### src/rtl/lte_pkg.sv
// Shared types and constants for the LRU table with expiry.
package lte_pkg;

  localparam int unsigned Slots  = 16;
  localparam int unsigned SlotW  = 4;
  localparam int unsigned CountW = SlotW + 1;

  localparam logic [2:0] OP_LOOKUP = 3'd0;
  localparam logic [2:0] OP_INSERT = 3'd1;
  localparam logic [2:0] OP_INVAL  = 3'd2;
  localparam logic [2:0] OP_PURGE  = 3'd3;
  localparam logic [2:0] OP_FLUSH  = 3'd4;

  localparam int unsigned ST_HIT   = 0;
  localparam int unsigned ST_MISS  = 1;
  localparam int unsigned ST_EVICT = 2;
  localparam int unsigned ST_STORE = 3;

  localparam logic [9:0] SC_OK        = 10'd200;
  localparam logic [9:0] SC_NONAUTH   = 10'd203;
  localparam logic [9:0] SC_NOCONTENT = 10'd204;
  localparam logic [9:0] SC_PARTIAL   = 10'd206;
  localparam logic [9:0] SC_MOVED     = 10'd301;
  localparam logic [9:0] SC_NOTFOUND  = 10'd404;
  localparam logic [9:0] SC_GONE      = 10'd410;

  localparam logic       CFG_SLOT_LIMIT    = 1'b0;
  localparam logic       CFG_BASE_LIFETIME = 1'b1;

  typedef enum logic [2:0] {
    ACT_NONE,
    ACT_LOOKUP,
    ACT_INVAL,
    ACT_EVICT,
    ACT_INSERT,
    ACT_FLUSH
  } act_e;

  typedef struct packed {
    logic [2:0]         op;
    logic [63:0]        key_tag;
    logic [31:0]        now;
    logic               method_ok;
    logic [9:0]         status_code;
    logic               no_store;
    logic               private_flag;
    logic               no_cache;
    logic               header_ttl_valid;
    logic signed [31:0] header_ttl;
    logic [30:0]        pinned_ttl;
  } in_t;

  typedef struct packed {
    logic        ok;
    logic [3:0]  slot;
    logic [9:0]  stored_status;
    logic [32:0] expires_at;
    logic [4:0]  entry_count;
    logic [31:0] hit_count;
    logic [31:0] miss_count;
    logic [31:0] eviction_count;
    logic [31:0] store_count;
  } out_t;

  typedef struct packed {
    logic load;
    logic scan_clr;
    logic scan_step;
    logic purge_step;
    logic out_load;
    act_e act;
  } cmd_t;

  typedef struct packed {
    logic [2:0] op;
    logic       last;
    logic       accept;
    logic       need_evict;
    logic       out_free;
  } sts_t;

  function automatic logic status_ok(logic [9:0] s);
    return s == SC_OK || s == SC_NONAUTH || s == SC_NOCONTENT || s == SC_PARTIAL ||
           s == SC_MOVED || s == SC_NOTFOUND || s == SC_GONE;
  endfunction

endpackage

### src/rtl/lte_datapath.sv
// Slot table, slot walk, statistics and result register.
module lte_datapath import lte_pkg::*; #(
  parameter int unsigned KEY_BITS = 64
) (
  input  logic        clk_i,
  input  logic        rst_ni,
  input  cmd_t        cmd_i,
  output sts_t        sts_o,
  input  in_t         in_data_i,
  input  logic [4:0]  slot_limit_i,
  input  logic [30:0] base_lifetime_i,
  input  logic        out_stall_i,
  output logic        out_valid_o,
  output out_t        out_data_o
);

  in_t                 item_q, item_d;
  logic [Slots-1:0]    valid_q, valid_d;
  logic [SlotW-1:0]    rank_q [Slots];
  logic [SlotW-1:0]    rank_d [Slots];
  logic [KEY_BITS-1:0] key_q  [Slots];
  logic [32:0]         exp_q  [Slots];
  logic [9:0]          stat_q [Slots];
  logic [CountW-1:0]   held_q, held_d;
  logic [31:0]         cnt_q [4];
  logic [31:0]         cnt_d [4];
  logic [SlotW-1:0]    idx_q, idx_d;

  logic                found_q, found_d;
  logic [SlotW-1:0]    found_idx_q, found_idx_d, found_rank_q, found_rank_d;
  logic [32:0]         found_exp_q, found_exp_d;
  logic [9:0]          found_stat_q, found_stat_d;
  logic                free_found_q, free_found_d;
  logic [SlotW-1:0]    free_idx_q, free_idx_d;
  logic                lr_found_q, lr_found_d;
  logic [SlotW-1:0]    lr_idx_q, lr_idx_d, lr_rank_q, lr_rank_d;

  logic                res_ok_q, res_ok_d;
  logic [SlotW-1:0]    res_slot_q, res_slot_d;
  logic [9:0]          res_stat_q, res_stat_d;
  logic [32:0]         res_exp_q, res_exp_d;

  logic                out_valid_q, out_valid_d;
  out_t                out_q, out_d;

  logic                wr_en;
  logic [SlotW-1:0]    wr_idx;
  logic [KEY_BITS-1:0] key_in;
  logic [32:0]         now33, new_exp;
  logic [30:0]         ttl;
  logic                force_ttl, accept;
  logic [CountW-1:0]   lim;
  logic [SlotW-1:0]    ins_idx;

  function automatic logic [31:0] sat_inc(logic [31:0] v);
    return (v == 32'hFFFF_FFFF) ? v : v + 32'd1;
  endfunction

  function automatic logic [CountW-1:0] held_dec(logic [CountW-1:0] v);
    return (v != '0) ? v - CountW'(1) : v;
  endfunction

  assign key_in    = item_q.key_tag[KEY_BITS-1:0];
  assign now33     = {1'b0, item_q.now};
  assign force_ttl = item_q.pinned_ttl != '0;

  always_comb begin
    if (force_ttl) begin
      ttl = item_q.pinned_ttl;
    end else if (item_q.header_ttl_valid) begin
      ttl = item_q.header_ttl[31] ? '0 : item_q.header_ttl[30:0];
    end else begin
      ttl = base_lifetime_i;
    end
  end

  assign accept = item_q.method_ok && status_ok(item_q.status_code) && !item_q.no_store &&
                  (force_ttl || (!item_q.private_flag && !item_q.no_cache)) && ttl != '0;
  assign new_exp = now33 + {2'b00, ttl};

  always_comb begin
    if (slot_limit_i == '0) begin
      lim = CountW'(1);
    end else if (slot_limit_i > CountW'(Slots)) begin
      lim = CountW'(Slots);
    end else begin
      lim = slot_limit_i;
    end
  end

  assign ins_idx = (found_q && (!free_found_q || found_idx_q < free_idx_q)) ? found_idx_q
                                                                             : free_idx_q;

  assign sts_o.op         = item_q.op;
  assign sts_o.last       = idx_q == SlotW'(Slots - 1);
  assign sts_o.accept     = accept;
  assign sts_o.need_evict = held_q >= lim;
  assign sts_o.out_free   = !out_valid_q || !out_stall_i;

  always_comb begin
    item_d       = item_q;
    valid_d      = valid_q;
    rank_d       = rank_q;
    held_d       = held_q;
    cnt_d        = cnt_q;
    idx_d        = idx_q;
    found_d      = found_q;
    found_idx_d  = found_idx_q;
    found_rank_d = found_rank_q;
    found_exp_d  = found_exp_q;
    found_stat_d = found_stat_q;
    free_found_d = free_found_q;
    free_idx_d   = free_idx_q;
    lr_found_d   = lr_found_q;
    lr_idx_d     = lr_idx_q;
    lr_rank_d    = lr_rank_q;
    res_ok_d     = res_ok_q;
    res_slot_d   = res_slot_q;
    res_stat_d   = res_stat_q;
    res_exp_d    = res_exp_q;
    out_valid_d  = out_valid_q;
    out_d        = out_q;
    wr_en        = 1'b0;
    wr_idx       = ins_idx;

    if (cmd_i.load) begin
      item_d     = in_data_i;
      res_ok_d   = 1'b0;
      res_slot_d = '0;
      res_stat_d = '0;
      res_exp_d  = '0;
    end

    if (cmd_i.scan_clr) begin
      idx_d        = '0;
      found_d      = 1'b0;
      free_found_d = 1'b0;
      lr_found_d   = 1'b0;
    end

    if (cmd_i.scan_step) begin
      idx_d = idx_q + SlotW'(1);
      if (valid_q[idx_q] && key_q[idx_q] == key_in && !found_q) begin
        found_d      = 1'b1;
        found_idx_d  = idx_q;
        found_rank_d = rank_q[idx_q];
        found_exp_d  = exp_q[idx_q];
        found_stat_d = stat_q[idx_q];
      end
      if (!valid_q[idx_q] && !free_found_q) begin
        free_found_d = 1'b1;
        free_idx_d   = idx_q;
      end
      if (valid_q[idx_q] && (!lr_found_q || rank_q[idx_q] > lr_rank_q)) begin
        lr_found_d = 1'b1;
        lr_idx_d   = idx_q;
        lr_rank_d  = rank_q[idx_q];
      end
    end

    if (cmd_i.purge_step) begin
      idx_d    = idx_q + SlotW'(1);
      res_ok_d = 1'b1;
      if (valid_q[idx_q] && exp_q[idx_q] < now33) begin
        for (int i = 0; i < Slots; i++) begin
          if (valid_q[i] && rank_q[i] > rank_q[idx_q]) rank_d[i] = rank_q[i] - SlotW'(1);
        end
        valid_d[idx_q]  = 1'b0;
        held_d          = held_dec(held_q);
        cnt_d[ST_EVICT] = sat_inc(cnt_q[ST_EVICT]);
      end
    end

    unique case (cmd_i.act)
      ACT_LOOKUP: begin
        if (!found_q) begin
          cnt_d[ST_MISS] = sat_inc(cnt_q[ST_MISS]);
        end else if (now33 > found_exp_q) begin
          for (int i = 0; i < Slots; i++) begin
            if (valid_q[i] && rank_q[i] > found_rank_q) rank_d[i] = rank_q[i] - SlotW'(1);
          end
          valid_d[found_idx_q] = 1'b0;
          held_d               = held_dec(held_q);
          cnt_d[ST_EVICT]      = sat_inc(cnt_q[ST_EVICT]);
          cnt_d[ST_MISS]       = sat_inc(cnt_q[ST_MISS]);
        end else begin
          for (int i = 0; i < Slots; i++) begin
            if (valid_q[i] && rank_q[i] < found_rank_q) rank_d[i] = rank_q[i] + SlotW'(1);
          end
          rank_d[found_idx_q] = '0;
          cnt_d[ST_HIT]       = sat_inc(cnt_q[ST_HIT]);
          res_ok_d            = 1'b1;
          res_slot_d          = found_idx_q;
          res_stat_d          = found_stat_q;
          res_exp_d           = found_exp_q;
        end
      end
      ACT_INVAL: begin
        if (found_q) begin
          for (int i = 0; i < Slots; i++) begin
            if (valid_q[i] && rank_q[i] > found_rank_q) rank_d[i] = rank_q[i] - SlotW'(1);
          end
          valid_d[found_idx_q] = 1'b0;
          held_d               = held_dec(held_q);
          cnt_d[ST_EVICT]      = sat_inc(cnt_q[ST_EVICT]);
          res_ok_d             = 1'b1;
        end
      end
      ACT_EVICT: begin
        if (lr_found_q) begin
          for (int i = 0; i < Slots; i++) begin
            if (valid_q[i] && rank_q[i] > lr_rank_q) rank_d[i] = rank_q[i] - SlotW'(1);
          end
          valid_d[lr_idx_q] = 1'b0;
          held_d            = held_dec(held_q);
          cnt_d[ST_EVICT]   = sat_inc(cnt_q[ST_EVICT]);
        end else begin
          held_d = '0;
        end
      end
      ACT_INSERT: begin
        if (found_q || free_found_q) begin
          for (int i = 0; i < Slots; i++) begin
            if (valid_q[i] && !(found_q && SlotW'(i) == found_idx_q)) begin
              if (found_q && rank_q[i] > found_rank_q) begin
                rank_d[i] = rank_q[i];
              end else begin
                rank_d[i] = rank_q[i] + SlotW'(1);
              end
            end
          end
          if (found_q) valid_d[found_idx_q] = 1'b0;
          valid_d[ins_idx] = 1'b1;
          rank_d[ins_idx]  = '0;
          wr_en            = 1'b1;
          held_d           = found_q ? held_q : held_q + CountW'(1);
          cnt_d[ST_STORE]  = sat_inc(cnt_q[ST_STORE]);
          res_ok_d         = 1'b1;
          res_slot_d       = ins_idx;
          res_stat_d       = item_q.status_code;
          res_exp_d        = new_exp;
        end
      end
      ACT_FLUSH: begin
        valid_d  = '0;
        held_d   = '0;
        cnt_d    = '{default: '0};
        res_ok_d = 1'b1;
      end
      default: begin
      end
    endcase

    if (out_valid_q && !out_stall_i) out_valid_d = 1'b0;
    if (cmd_i.out_load) begin
      out_valid_d          = 1'b1;
      out_d.ok             = res_ok_q;
      out_d.slot           = res_slot_q;
      out_d.stored_status  = res_stat_q;
      out_d.expires_at     = res_exp_q;
      out_d.entry_count    = held_q;
      out_d.hit_count      = cnt_q[ST_HIT];
      out_d.miss_count     = cnt_q[ST_MISS];
      out_d.eviction_count = cnt_q[ST_EVICT];
      out_d.store_count    = cnt_q[ST_STORE];
    end
  end

  always_ff @(posedge clk_i or negedge rst_ni) begin
    if (!rst_ni) begin
      valid_q      <= '0;
      held_q       <= '0;
      cnt_q        <= '{default: '0};
      out_valid_q  <= 1'b0;
      found_q      <= 1'b0;
      free_found_q <= 1'b0;
      lr_found_q   <= 1'b0;
      idx_q        <= '0;
    end else begin
      valid_q      <= valid_d;
      held_q       <= held_d;
      cnt_q        <= cnt_d;
      out_valid_q  <= out_valid_d;
      found_q      <= found_d;
      free_found_q <= free_found_d;
      lr_found_q   <= lr_found_d;
      idx_q        <= idx_d;
    end
  end

  always_ff @(posedge clk_i) begin
    item_q       <= item_d;
    rank_q       <= rank_d;
    found_idx_q  <= found_idx_d;
    found_rank_q <= found_rank_d;
    found_exp_q  <= found_exp_d;
    found_stat_q <= found_stat_d;
    free_idx_q   <= free_idx_d;
    lr_idx_q     <= lr_idx_d;
    lr_rank_q    <= lr_rank_d;
    res_ok_q     <= res_ok_d;
    res_slot_q   <= res_slot_d;
    res_stat_q   <= res_stat_d;
    res_exp_q    <= res_exp_d;
    out_q        <= out_d;
    if (wr_en) begin
      key_q[wr_idx]  <= key_in;
      exp_q[wr_idx]  <= new_exp;
      stat_q[wr_idx] <= item_q.status_code;
    end
  end

  assign out_valid_o = out_valid_q;
  assign out_data_o  = out_q;

endmodule

### src/rtl/lte_ctrl.sv
// Operation sequencer: dispatches each transaction and walks the slot table.
module lte_ctrl import lte_pkg::*; (
  input  logic clk_i,
  input  logic rst_ni,
  input  logic in_valid_i,
  output logic in_stall_o,
  input  sts_t sts_i,
  output cmd_t cmd_o
);

  typedef enum logic [3:0] {
    S_IDLE,
    S_DISPATCH,
    S_SCAN_KEY,
    S_ACT_KEY,
    S_SCAN_LR,
    S_EVICT,
    S_EVICT_CHK,
    S_SCAN_INS,
    S_INSERT,
    S_PURGE,
    S_FINISH
  } state_e;

  state_e state_q, state_d;

  always_comb begin
    state_d = state_q;
    cmd_o   = '{act: ACT_NONE, default: 1'b0};
    unique case (state_q)
      S_IDLE: begin
        if (in_valid_i) begin
          cmd_o.load = 1'b1;
          state_d    = S_DISPATCH;
        end
      end
      S_DISPATCH: begin
        cmd_o.scan_clr = 1'b1;
        case (sts_i.op)
          OP_LOOKUP, OP_INVAL: state_d = S_SCAN_KEY;
          OP_INSERT: begin
            if (!sts_i.accept) begin
              state_d = S_FINISH;
            end else if (sts_i.need_evict) begin
              state_d = S_SCAN_LR;
            end else begin
              state_d = S_SCAN_INS;
            end
          end
          OP_PURGE: state_d = S_PURGE;
          OP_FLUSH: begin
            cmd_o.act = ACT_FLUSH;
            state_d   = S_FINISH;
          end
          default: state_d = S_FINISH;
        endcase
      end
      S_SCAN_KEY: begin
        cmd_o.scan_step = 1'b1;
        if (sts_i.last) state_d = S_ACT_KEY;
      end
      S_ACT_KEY: begin
        cmd_o.act = (sts_i.op == OP_LOOKUP) ? ACT_LOOKUP : ACT_INVAL;
        state_d   = S_FINISH;
      end
      S_SCAN_LR: begin
        cmd_o.scan_step = 1'b1;
        if (sts_i.last) state_d = S_EVICT;
      end
      S_EVICT: begin
        cmd_o.act = ACT_EVICT;
        state_d   = S_EVICT_CHK;
      end
      S_EVICT_CHK: begin
        cmd_o.scan_clr = 1'b1;
        state_d        = sts_i.need_evict ? S_SCAN_LR : S_SCAN_INS;
      end
      S_SCAN_INS: begin
        cmd_o.scan_step = 1'b1;
        if (sts_i.last) state_d = S_INSERT;
      end
      S_INSERT: begin
        cmd_o.act = ACT_INSERT;
        state_d   = S_FINISH;
      end
      S_PURGE: begin
        cmd_o.purge_step = 1'b1;
        if (sts_i.last) state_d = S_FINISH;
      end
      S_FINISH: begin
        if (sts_i.out_free) begin
          cmd_o.out_load = 1'b1;
          state_d        = S_IDLE;
        end
      end
      default: state_d = S_IDLE;
    endcase
  end

  always_ff @(posedge clk_i or negedge rst_ni) begin
    if (!rst_ni) begin
      state_q <= S_IDLE;
    end else begin
      state_q <= state_d;
    end
  end

  assign in_stall_o = state_q != S_IDLE;

endmodule

### src/rtl/lru_table_with_expiry.sv
// Top level of the LRU table with expiry: configuration registers and block wiring.
//
// A 16-slot cache tag table with least recent replacement and per-entry expiry.
// One transaction at a time. Lookup, invalidate, purge and accepted inserts walk over
// all 16 slots, one slot a cycle, and an insert walks them once more for each least
// recent eviction it performs. A new transaction is taken while the previous result
// still waits on the output. Configuration: slot limit at byte address 0, base
// lifetime at 4.
module lru_table_with_expiry import lte_pkg::*; #(
  parameter int unsigned KEY_BITS = 64
) (
  input  logic        clk_i,
  input  logic        rst_ni,
  input  logic        in_valid_i,
  output logic        in_stall_o,
  input  in_t         in_data_i,
  output logic        out_valid_o,
  input  logic        out_stall_i,
  output out_t        out_data_o,
  input  logic        psel,
  input  logic        penable,
  input  logic        pwrite,
  input  logic [2:0]  paddr,
  input  logic [31:0] pwdata,
  output logic [31:0] prdata,
  output logic        pready
);

  logic [4:0]  slot_limit_q;
  logic [30:0] base_lifetime_q;
  cmd_t        cmd;
  sts_t        sts;

  always_ff @(posedge clk_i or negedge rst_ni) begin
    if (!rst_ni) begin
      slot_limit_q    <= 5'd16;
      base_lifetime_q <= 31'd60;
    end else if (psel && penable && pwrite) begin
      unique case (paddr[2])
        CFG_SLOT_LIMIT:    slot_limit_q    <= pwdata[4:0];
        CFG_BASE_LIFETIME: base_lifetime_q <= pwdata[30:0];
        default: begin
        end
      endcase
    end
  end

  assign prdata = (paddr[2] == CFG_BASE_LIFETIME) ? {1'b0, base_lifetime_q}
                                                  : {27'd0, slot_limit_q};
  assign pready = 1'b1;

  lte_ctrl u_ctrl (
    .clk_i      (clk_i),
    .rst_ni     (rst_ni),
    .in_valid_i (in_valid_i),
    .in_stall_o (in_stall_o),
    .sts_i      (sts),
    .cmd_o      (cmd)
  );

  lte_datapath #(
    .KEY_BITS (KEY_BITS)
  ) u_datapath (
    .clk_i           (clk_i),
    .rst_ni          (rst_ni),
    .cmd_i           (cmd),
    .sts_o           (sts),
    .in_data_i       (in_data_i),
    .slot_limit_i    (slot_limit_q),
    .base_lifetime_i (base_lifetime_q),
    .out_stall_i     (out_stall_i),
    .out_valid_o     (out_valid_o),
    .out_data_o      (out_data_o)
  );

endmodule

### config.mk
export PLATFORM = sky130hd
export DESIGN_NAME = lru_table_with_expiry
export DESIGN_NICKNAME = d
export VERILOG_FILES = /design/src/rtl/lte_pkg.sv /design/src/rtl/lte_datapath.sv /design/src/rtl/lte_ctrl.sv /design/src/rtl/lru_table_with_expiry.sv
export SDC_FILE = /design/constraint.sdc
export NUM_CORES = 2
export LEC_CHECK = 0
export BUFFER_PORTS_ARGS = -buffer_cell sky130_fd_sc_hd__clkbuf_2
export CAP_MARGIN = 20
export CORE_UTILIZATION = 55
export CTS_BUF_LIST = sky130_fd_sc_hd__clkbuf_2
export DETAILED_ROUTE_END_ITERATION = 8
export MAX_ROUTING_LAYER = met4
export PLACE_DENSITY = 0.69
export SKIP_CTS_REPAIR_TIMING = 1
export SYNTH_ARGS = -nofsm -noshare
export SYNTH_HDL_FRONTEND = slang
export SYNTH_HIERARCHICAL = 1
export SYNTH_SLANG_ARGS = --single-unit
### constraint.sdc
create_clock -name clk_i -period 16.32 [get_ports clk_i]
set_input_delay 0.816 -clock clk_i [delete_from_list [all_inputs] [get_ports clk_i]]
set_output_delay 0.816 -clock clk_i [all_outputs]
set_load 0.01 [all_outputs]
==> results.json <==
{
  "synth_seq_cells": 2442,
  "critPathKind": "reg2reg",
  "netlist.area_leader.share_pct": 57.3,
  "fmax_mhz": 128,
  "p_leak_nw": 45.3,
  "first_iter_violations": 9321,
  "port-buffer-count": 429,
  "place_congestion": 0.983,
  "boundaryPins": 435,
  "cp-start-kind": "flop",
  "min_period_over_period_pct": 47.9,
  "crit_top_cell": "buf_4",
  "max_cap_violations": 0,
  "placed_area_sq_um": 117000,
  "grt_pass1_wl_um": 468000,
  "core_sq_um": 202000,
  "fp.dieArea_sq_um": 205000,
  "cp.arrival_ns": 9.49,
  "htree_levels": 6,
  "cts_buffers": 622,
  "synthAdderAreaFrac_pct": 3.83,
  "synth_top_family_by_area": "multiplexers",
  "grt_use_total_pct": 32.0,
  "crit_path_end_kind": "flop",
  "tritoncts": "built",
  "syn-num-nets": 8055,
  "crit_fanout": 43,
  "netlist_instances": 7495,
  "wire_per_inst_um": 27.6,
  "area_delta_synth_final_pct": 13.9,
  "cp_cell_sequence": "buf_4 -> buf_4 -> mux4_2 -> mux4_2 -> ha_1 -> nand4_1 -> nor4_1 -> a32oi_1 -> o211ai_1 -> buf_4 -> buf_4 -> nor2_1 -> nor2_1 -> nor2b_1 -> o221ai_1 -> o311ai_1 -> a21o_1",
  "clkLatencyLatePin_ns": 1.91,
  "vias": 76249,
  "min_period_ns": 7.81,
  "clockBufferDepth": 4,
  "hp-class": "in2async",
  "avgSynthCellArea_sq_um": 14.9,
  "firstDrtPassIters": 6,
  "synth_top_cell_by_area": "edfxtp_1",
  "die_x_um": 453,
  "worstPathRequired_ns": 17.99,
  "status": "completed",
  "finalHoldViolations": 0,
  "irDropWorstVdd_mv": 0.131,
  "rsz0062_at_grt": "false",
  "start_util_pct": 55.3,
  "synth-async-reset-ratio_pct": 8.07,
  "cellPowerDensity_nw_per_um2": 137,
  "antenna_found_initial": 14,
  "drt-total-wl_um": 329000,
  "maxSlewHeadroom_pct": 17.7,
  "place_ws_ns": 8.59,
  "dp_hpwl_um": 189000,
  "clock_skew_ns": 0.194,
  "fin_setup_tns_ns": 0,
  "setup_viol": 0,
  "slowest_stage": "dfrtp_4",
  "grt_start_max_net_pins": 111,
  "synth-edff-count": 2133,
  "fillers": 14866,
  "cts.sinks": 2442,
  "drive_gt1_share_pct": 24.5,
  "ant_nets": 0,
  "num_rows": 165,
  "synth_compound_area_share_pct": 8.82,
  "crit_family": "buffers and inverters",
  "synth_flop_cell": "edfxtp_1",
  "overflow": 0,
  "die_h_um": 453,
  "synthMuxAreaShare_pct": 12.1,
  "yosys_warnings": 6,
  "synthSimpleGateAreaFrac_pct": 7.39,
  "synth_cell_types": 102,
  "final_area_sq_um": 127000,
  "setup_ws_ns": 8.51,
  "cts-root-buf": "clkbuf_2",
  "clkSlewWorstSetupHoldPaths_ns": 0.12,
  "synth-xor-area-share_pct": 2.08,
  "viasPerCell": 6.40,
  "nets": 9337,
  "synth_area_leaders": "edfxtp_1 (57%), mux4_2 (11%), dfrtp_1 (4.3%)",
  "path_buf_inv": 4,
  "tightest_slew_ns": 1.23,
  "synth-seq-area-share_pct": 63.7,
  "grt_pass1_vias": 73088,
  "syn_area_sq_um": 112000,
  "drv_slew": 0,
  "drc_errors": 0,
  "slowest_delay_ns": 0.83
}
path summary, 6_finish.rpt:
| check | slack, ns | from | to | cells after the start |
|---|---|---|---|---|
| max | 8.51 | u_datapath/idx_q[0] | u_datapath/rank_q[55] | 17 |
| min | 0.09 | rst_ni | base_lifetime_q[26] | 4 |
| max reg2reg | 8.51 | u_datapath/idx_q[0] | u_datapath/rank_q[55] | 17 |
| min reg2reg | 0.29 | u_datapath/res_exp_q[16] | u_datapath/out_data_o[149] | 0 |
| max in group asynchronous | 15.06 | rst_ni | u_datapath/idx_q[2] | 4 |
| min in group clk_i | 0.14 | out_stall_i | u_datapath/out_valid_o | 4 |
layout make-up:
type	instances	area, sq um	share of cell area [%]
clock buffer	919	4600	3.61
antenna	16	40.0	0.0314
tap	2672	3340	2.63
timing repair buffer	1041	8060	6.33
multi-input combinational	4472	38500	30.2
sequential	2442	71200	56.0
clock inverter	145	788	0.619
inverter	198	743	0.584
placed cells by master, fill, tap and decap left out, types with 126 or more instances in the layout:
| master | netlist | routed |
|---|---|---|
| a21oi_1 | 382 | 379 |
| buf_4 | 9 | 145 |
| clkbuf_2 | 1 | 1347 |
| dfrtp_1 | 192 | 187 |
| dlygate4sd3_1 | 0 | 452 |
| edfxtp_1 | 2133 | 2133 |
| ha_1 | 340 | 340 |
| inv_1 | 195 | 191 |
| mux4_2 | 558 | 558 |
| nand2_1 | 472 | 467 |
| nand3_1 | 170 | 169 |
| nand4_1 | 126 | 126 |
| nor2_1 | 391 | 374 |
| o21ai_0 | 383 | 382 |
| xnor2_1 | 157 | 156 |
power by group:
part	switching [mW]	total, mW	internal, mW	leakage [nW]
clock	2.44	4.06	1.61	4.22
sequential	0.522	8.03	7.51	22.8
combinational	2.99	5.31	2.32	18.2
flip-flops by register name, indices dropped and copies added (netlist names), 5 cells and up:
name	flops
u_datapath/key_q	1024
u_datapath/exp_q	528
u_datapath/out_data_o	181
u_datapath/stat_q	160
u_datapath/cnt_q	128
u_datapath/item_q	110
u_datapath/key_in	64
u_datapath/rank_q	64
u_datapath/found_exp_q	33
u_datapath/res_exp_q	33
base_lifetime_q	31
u_datapath/valid_q	16
u_datapath/found_stat_q	10
u_datapath/res_stat_q	10
slot_limit_q	5
u_datapath/held_q	5
cell usage after synthesis (all sizes together), types with 24 or more instances:
cell / n
xnor2: 157
a22oi: 36
nand4: 127
a21o: 57
edfxtp: 2133
o22ai: 74
mux4: 558
a32oi: 42
a221oi: 24
a211oi: 39
a31oi: 75
dfrtp: 192
a21oi: 382
buf: 101
inv: 196
nand2: 473
nand2b: 45
nor4: 27
o21ai: 396
ha: 340
o211ai: 56
clkbuf: 282
nand3: 170
xor2: 109
nor2b: 109
o21bai: 35
mux2: 47
nor3: 93
dfxtp: 112
o21a: 78
o221ai: 35
and2: 70
mux2i: 31
nor2: 395
and3: 74
stage by stage:
step	util [%]	total power [mW]	instances	hold slack [ns]
finish	63.0	17.4	11905	0.0944
global route	63.0	18.2	11903	-0.0222
CTS	60.7	17.3	11421	-1.28
detailed placement	58.0	13.3	10357	0.413
global placement	58.0	13.1	10349	0.407
floorplan	-	11.6	7495	0.400
worst reg2reg max path: stages (launching register included):
cell      delay, ns
dfrtp_4        0.83
buf_4          0.82
buf_4          0.79
mux4_2         0.64
mux4_2         0.52
ha_1           0.33
nand4_1        0.20
nor4_1         0.79
a32oi_1        0.26
o211ai_1       0.15
buf_4          0.34
buf_4          0.63
nor2_1         0.41
nor2_1         0.39
nor2b_1        0.09
o221ai_1       0.21
o311ai_1       0.13
a21o_1         0.18
per-layer routing:
layer / up-vias / track usage, % / routed length [um]
met3: 819 / 6.44 / 32300
met4: 0 / 13.3 / 13700
met2: 4495 / 48.9 / 156000
li1: 32699 / - / -
met5: - / - / 0
met1: 38236 / 42.0 / 127000
kinds of logic after synthesis:
group / after synthesis
DFF: 2442
AOI/OAI and AO/OA: 1537
and+or+nand+nor: 1689
buffers and inverters: 581
muxes: 636
adders and majority gates: 342
other: 2
xor gates and xnor gates: 266
No activity file was read; power rests on OpenSTA's default activity.
